==> config.mk <==
export PLATFORM = sky130hd
export DESIGN_NAME = rcas_cell
export DESIGN_NICKNAME = d
export VERILOG_FILES = /design/src/rtl/rcas_pkg.sv /design/src/rtl/rcas_cell.sv
export SDC_FILE = /design/constraint.sdc
export NUM_CORES = 1
export LEC_CHECK = 0
export BUFFER_PORTS_ARGS = -buffer_cell sky130_fd_sc_hd__buf_2
export CAP_MARGIN = 20
export CORE_AREA = 4 4 141 143
export DETAILED_ROUTE_END_ITERATION = 8
export DIE_AREA = 0 0 145 147
export PLACE_DENSITY = 0.62
export SLEW_MARGIN = 30
export SYNTH_ARGS = -nofsm -noshare
export SYNTH_HDL_FRONTEND = slang
export SYNTH_SLANG_ARGS = --single-unit
==> constraint.sdc <==
create_clock -name clk -period 1.4 [get_ports clk]
set_input_delay 0.07 -clock clk [delete_from_list [all_inputs] [get_ports clk]]
set_output_delay 0.07 -clock clk [all_outputs]
set_load 0.03 [all_outputs]
==> src/rtl/rcas_pkg.sv <==
// ----------------------------------------------------------------------------
// Reply collector package
// Shared types, opcodes and commands for the reply collector and its cells.
// ----------------------------------------------------------------------------
package rcas_pkg;

    localparam logic [1:0] CMD_FRAME = 2'd0;
    localparam logic [1:0] CMD_TICK  = 2'd1;
    localparam logic [1:0] CMD_START = 2'd2;

    localparam logic [7:0] OP_POSITION = 8'h94;
    localparam logic [7:0] OP_VOLTAGE  = 8'h45;
    localparam logic [7:0] OP_MTEMP    = 8'h5F;
    localparam logic [7:0] OP_DTEMP    = 8'h60;

    localparam logic [15:0] LIFETIME_RESET = 16'd100;
    localparam logic [3:0]  ALL_KINDS      = 4'hF;

    typedef struct packed {
        logic [7:0]  node;
        logic [63:0] bytes;
        logic [15:0] life;
    } entry_t;

    typedef struct packed {
        logic shift;
        logic put;
        logic wr;
    } cell_ctrl_t;

    typedef enum logic [1:0] {
        ST_IDLE,
        ST_TICK,
        ST_START,
        ST_EMIT
    } state_t;

    typedef struct packed {
        logic [1:0]  command;
        logic [7:0]  node_id;
        logic [7:0]  opcode;
        logic [55:0] payload;
        logic [15:0] wait_ticks;
    } in_item_t;

    typedef struct packed {
        logic               success;
        logic signed [23:0] position_raw;
        logic signed [15:0] speed_raw;
        logic signed [15:0] current_raw;
        logic signed [15:0] voltage_raw;
        logic signed [15:0] motor_temp_raw;
        logic signed [15:0] driver_temp_raw;
    } out_item_t;

    function automatic logic [3:0] kind_mask(input logic [7:0] op);
        logic [3:0] m;
        m = 4'd0;
        case (op)
            OP_POSITION: m = 4'b0001;
            OP_VOLTAGE:  m = 4'b0010;
            OP_MTEMP:    m = 4'b0100;
            OP_DTEMP:    m = 4'b1000;
            default:     m = 4'd0;
        endcase
        return m;
    endfunction

endpackage

==> src/rtl/rcas_cell.sv <==
// ----------------------------------------------------------------------------
// Store cell
// One entry of the oldest-first frame store; shifts toward the head.
// ----------------------------------------------------------------------------
module rcas_cell import rcas_pkg::*;
#(
    parameter int IDX   = 0,
    parameter int CNT_W = 5
)
(
    input  logic             clk,
    input  logic             rst_n,
    input  cell_ctrl_t       ctrl,
    input  logic [CNT_W-1:0] len,
    input  entry_t           new_entry,
    input  entry_t           head_entry,
    input  logic             nb_valid,
    input  entry_t           nb_data,
    output logic             q_valid,
    output entry_t           q_data
);

    localparam logic [CNT_W-1:0] POS      = CNT_W'(IDX);
    localparam logic [CNT_W-1:0] NEXT_POS = CNT_W'(IDX + 1);

    logic   valid_reg;
    logic   valid_next;
    entry_t data_reg;
    entry_t data_next;

    always_comb
    begin
        valid_next = valid_reg;
        data_next  = data_reg;
        if (ctrl.wr && len == POS)
        begin
            valid_next = 1'b1;
            data_next  = new_entry;
        end
        else if (ctrl.shift)
        begin
            if (ctrl.put && len == NEXT_POS)
            begin
                valid_next = 1'b1;
                data_next  = head_entry;
            end
            else
            begin
                valid_next = nb_valid;
                data_next  = nb_data;
            end
        end
    end

    always_ff @(posedge clk or negedge rst_n)
    begin
        if (!rst_n)
        begin
            valid_reg <= 1'b0;
        end
        else
        begin
            valid_reg <= valid_next;
        end
    end

    always_ff @(posedge clk)
    begin
        data_reg <= data_next;
    end

    assign q_valid = valid_reg;
    assign q_data  = data_reg;

endmodule

==> impl_metrics.json <==
{
  "avgSynthCellArea_sq_um": 9.44,
  "postSynthCellCount": 520,
  "grt_usage_pct": 17.0,
  "finalSetupViolCount": 0,
  "rows": 50,
  "wl_per_cell_um": 17.8,
  "cap_violations": 0,
  "end_kind": "flip-flop",
  "syn_nets": 795,
  "cts_max_path_buffers": 2,
  "cp.arrival_ps": 1410,
  "placed_cells": 1087,
  "status": "finished clean",
  "fin_cells": 1104,
  "final.period_utilization_pct": 99.1,
  "grt_max_degree": 91,
  "synthFlopType": "edfxtp_1",
  "die_w_um": 145,
  "rr_endpoint": "q_valid$_DFFE_PN0P_",
  "grt_first_pass_wirelength_mm": 28.9,
  "powerDensity_nw_per_um2": 974,
  "antenna_found_initial": 1,
  "gr-total-overflow": 0,
  "drc": 0,
  "cts-root-buf": "clkbuf_16",
  "synth_cell_type_count": 20,
  "r2r_cells": 2,
  "wirelength_mm": 19.7,
  "boundaryPins": 364,
  "switching_power_mw": 2.13,
  "dr.pass1.iters": 5,
  "critPathLaunchType": "input port",
  "hold_class": "input port to async pin",
  "layout.nets": 1140,
  "cp-startpoint": "len[1]",
  "p_seq_share_pct": 44.5,
  "seq_area_frac_synth_pct": 54.3,
  "period_minus_slack_ps": 1390,
  "ant_nets": 0,
  "area_growth_pct": 53.2,
  "clk_pin_slew_ps": 60,
  "core-area_sq_um": 18600,
  "cts_tree": "done",
  "required_ps": 1430,
  "htreeDepth": 3,
  "rsz0062_at_grt": "true",
  "io_buffers": 363,
  "start_util_pct": 26.4,
  "clkSinkCount": 89,
  "comb_power_share_pct": 23.1,
  "drive_above_1_share_pct": 48.5,
  "internal_power_mw": 5.19,
  "finalHoldViolations": 0,
  "finalWorstSetupSlack_ps": 11.9,
  "synth_warnings": 0,
  "leakage_nw": 3.02,
  "die_y_um": 147,
  "timing.rr.start": "q_valid$_DFFE_PN0P_",
  "cts_buffers": 9,
  "drv_slew": 0,
  "crit_path_max_fanout": 45,
  "switching_share_pct": 29.1,
  "syn_area_sq_um": 4910,
  "slew_headroom_pct": 75.5,
  "drtIter0Drc": 364,
  "postCtsSetupRepairBufs": 0,
  "finClkSkew_ps": 0,
  "diodes": 0,
  "fin_util_pct": 40.5,
  "clockPowerShare_pct": 32.4,
  "criticalPathCategory": "input port to flip-flop",
  "dieArea_sq_um": 21300,
  "synth-seq-cells": 89,
  "vias": 5734,
  "ir_worst_vdd_mv": 0.488,
  "p_total_mw": 7.33,
  "insertion_delay_ps": 330,
  "max_freq_mhz": 720,
  "tightest_slew_ps": 368,
  "synthArstFlopShare_pct": 1.12,
  "endpoint": "q_data[64]$_DFFE_PP_",
  "grt_pass1_vias": 5366,
  "regToRegSetupSlack_ps": 760,
  "dp_slack_ps": -350,
  "synth-edff-count": 88,
  "hpwl_mm": 15.2,
  "place.gp.congestion": 0.858,
  "vias_per_cell": 5.19
}
[synth_stat cells (3+ instances only)]
master / n / area [sq um]
o21ai_0: 82 / 410
o21ai_1: 7 / 35.0
nand2b_1: 3 / 18.8
buf_4: 5 / 37.5
buf_2: 4 / 20.0
edfxtp_1: 88 / 2640
clkbuf_1: 50 / 188
a31oi_1: 88 / 551
buf_6: 3 / 33.8
buf_1: 6 / 22.5
nor3_1: 88 / 440
nand3_1: 88 / 440
[per-layer routing]
layer | up-vias | part of all wire (%) | track usage, %
met4 | 2 | 3.5 | 7.03
met1 | 2631 | 39 | 20.0
met3 | 54 | 9.2 | 5.58
met2 | 319 | 49 | 28.6
met5 | - | 0.051 | 0
li1 | 2728 | - | -
[power groups by stage]
| stage | Sequential (mW) | Combinational [mW] | Clock (mW) |
|---|---|---|---|
| 2_1_floorplan | 3.82 | 0.369 | 0 |
| 3_3_place_gp | 3.32 | 1.69 | 0 |
| 3_5_place_dp | 3.32 | 1.69 | 0 |
| 4_1_cts | 3.27 | 1.70 | 2.45 |
| 5_1_grt | 3.29 | 1.80 | 2.55 |
| 6_report | 3.26 | 1.69 | 2.37 |
[per-stage QoR]
stage / setup TNS, ps / hold slack, ps / instance area [sq um]
finish: 0 / 29.9 / 7520
floorplan: -100400 / -226 / 4970
global route: -7.03 / 17.2 / 7520
detailed placement: -51450 / -151 / 7200
CTS: 0 / 7.59 / 7500
global placement: -48960 / -150 / 7200
[repair_timing]
item,4_1_cts,5_1_grt
endpoints found under the hold margin,1,0
hold buffers,1,0
resized for setup,0,7
setup endpoints to repair,0,50
[worst min path at each step]
stage,from,endpoint,slack [ps]
finish,rst_n,q_valid$_DFFE_PN0P_,30
global route,rst_n,q_valid$_DFFE_PN0P_,20
CTS,rst_n,q_valid$_DFFE_PN0P_,8
detailed placement,rst_n,q_valid$_DFFE_PN0P_,-150
global placement,rst_n,q_valid$_DFFE_PN0P_,-150
floorplan,rst_n,q_valid$_DFFE_PN0P_,-230
[state kept, by name, indices dropped and copies added (netlist names)]
| signal | cells |
|---|---|
| q_valid | 1 |
| q_data | 88 |
[kinds of logic (layout without fill, tap and decap cells)]
kind of cell / count (synthesis) / in the layout / synth area share, %
AND/OR/NAND/NOR: 185 / 185 / 19.1
AO/OA/AOI/OAI: 178 / 178 / 20.4
flip-flops: 89 / 89 / 54.3
buffers and inverters: 68 / 418 / 6.14
[worst max-delay path, stage by stage]
cell and delay, ps:
buf_2 110, or4_4 550, or2_4 290, nand2b_4 110
buf_16 240
[final cells by class]
| cell class | instances | area, sq um |
|---|---|---|
| fillers | 1881 | 11100 |
| flip-flops and latches | 89 | 2670 |
| repair buffers | 402 | 2290 |
| multi-input cells | 363 | 1980 |
| well taps | 234 | 293 |
| clock buffers | 9 | 225 |
| clock inverters | 7 | 61.3 |
[layout by cell type (no fill, tap or decap), types with 2 or more instances in the layout]
master      netlist  layout
o21ai_1           7      10
nor3_1           88      87
buf_6             3       2
clkbuf_16         0       9
clkinvlp_4        0       2
clkinv_1          0       3
nand2b_4          0       2
buf_2             4     362
nand3_1          88      88
o21ai_0          82      79
edfxtp_1         88      88
buf_12            0      12
a31oi_1          88      88
buf_4             5      24
(Power assumes the default switching activity.)
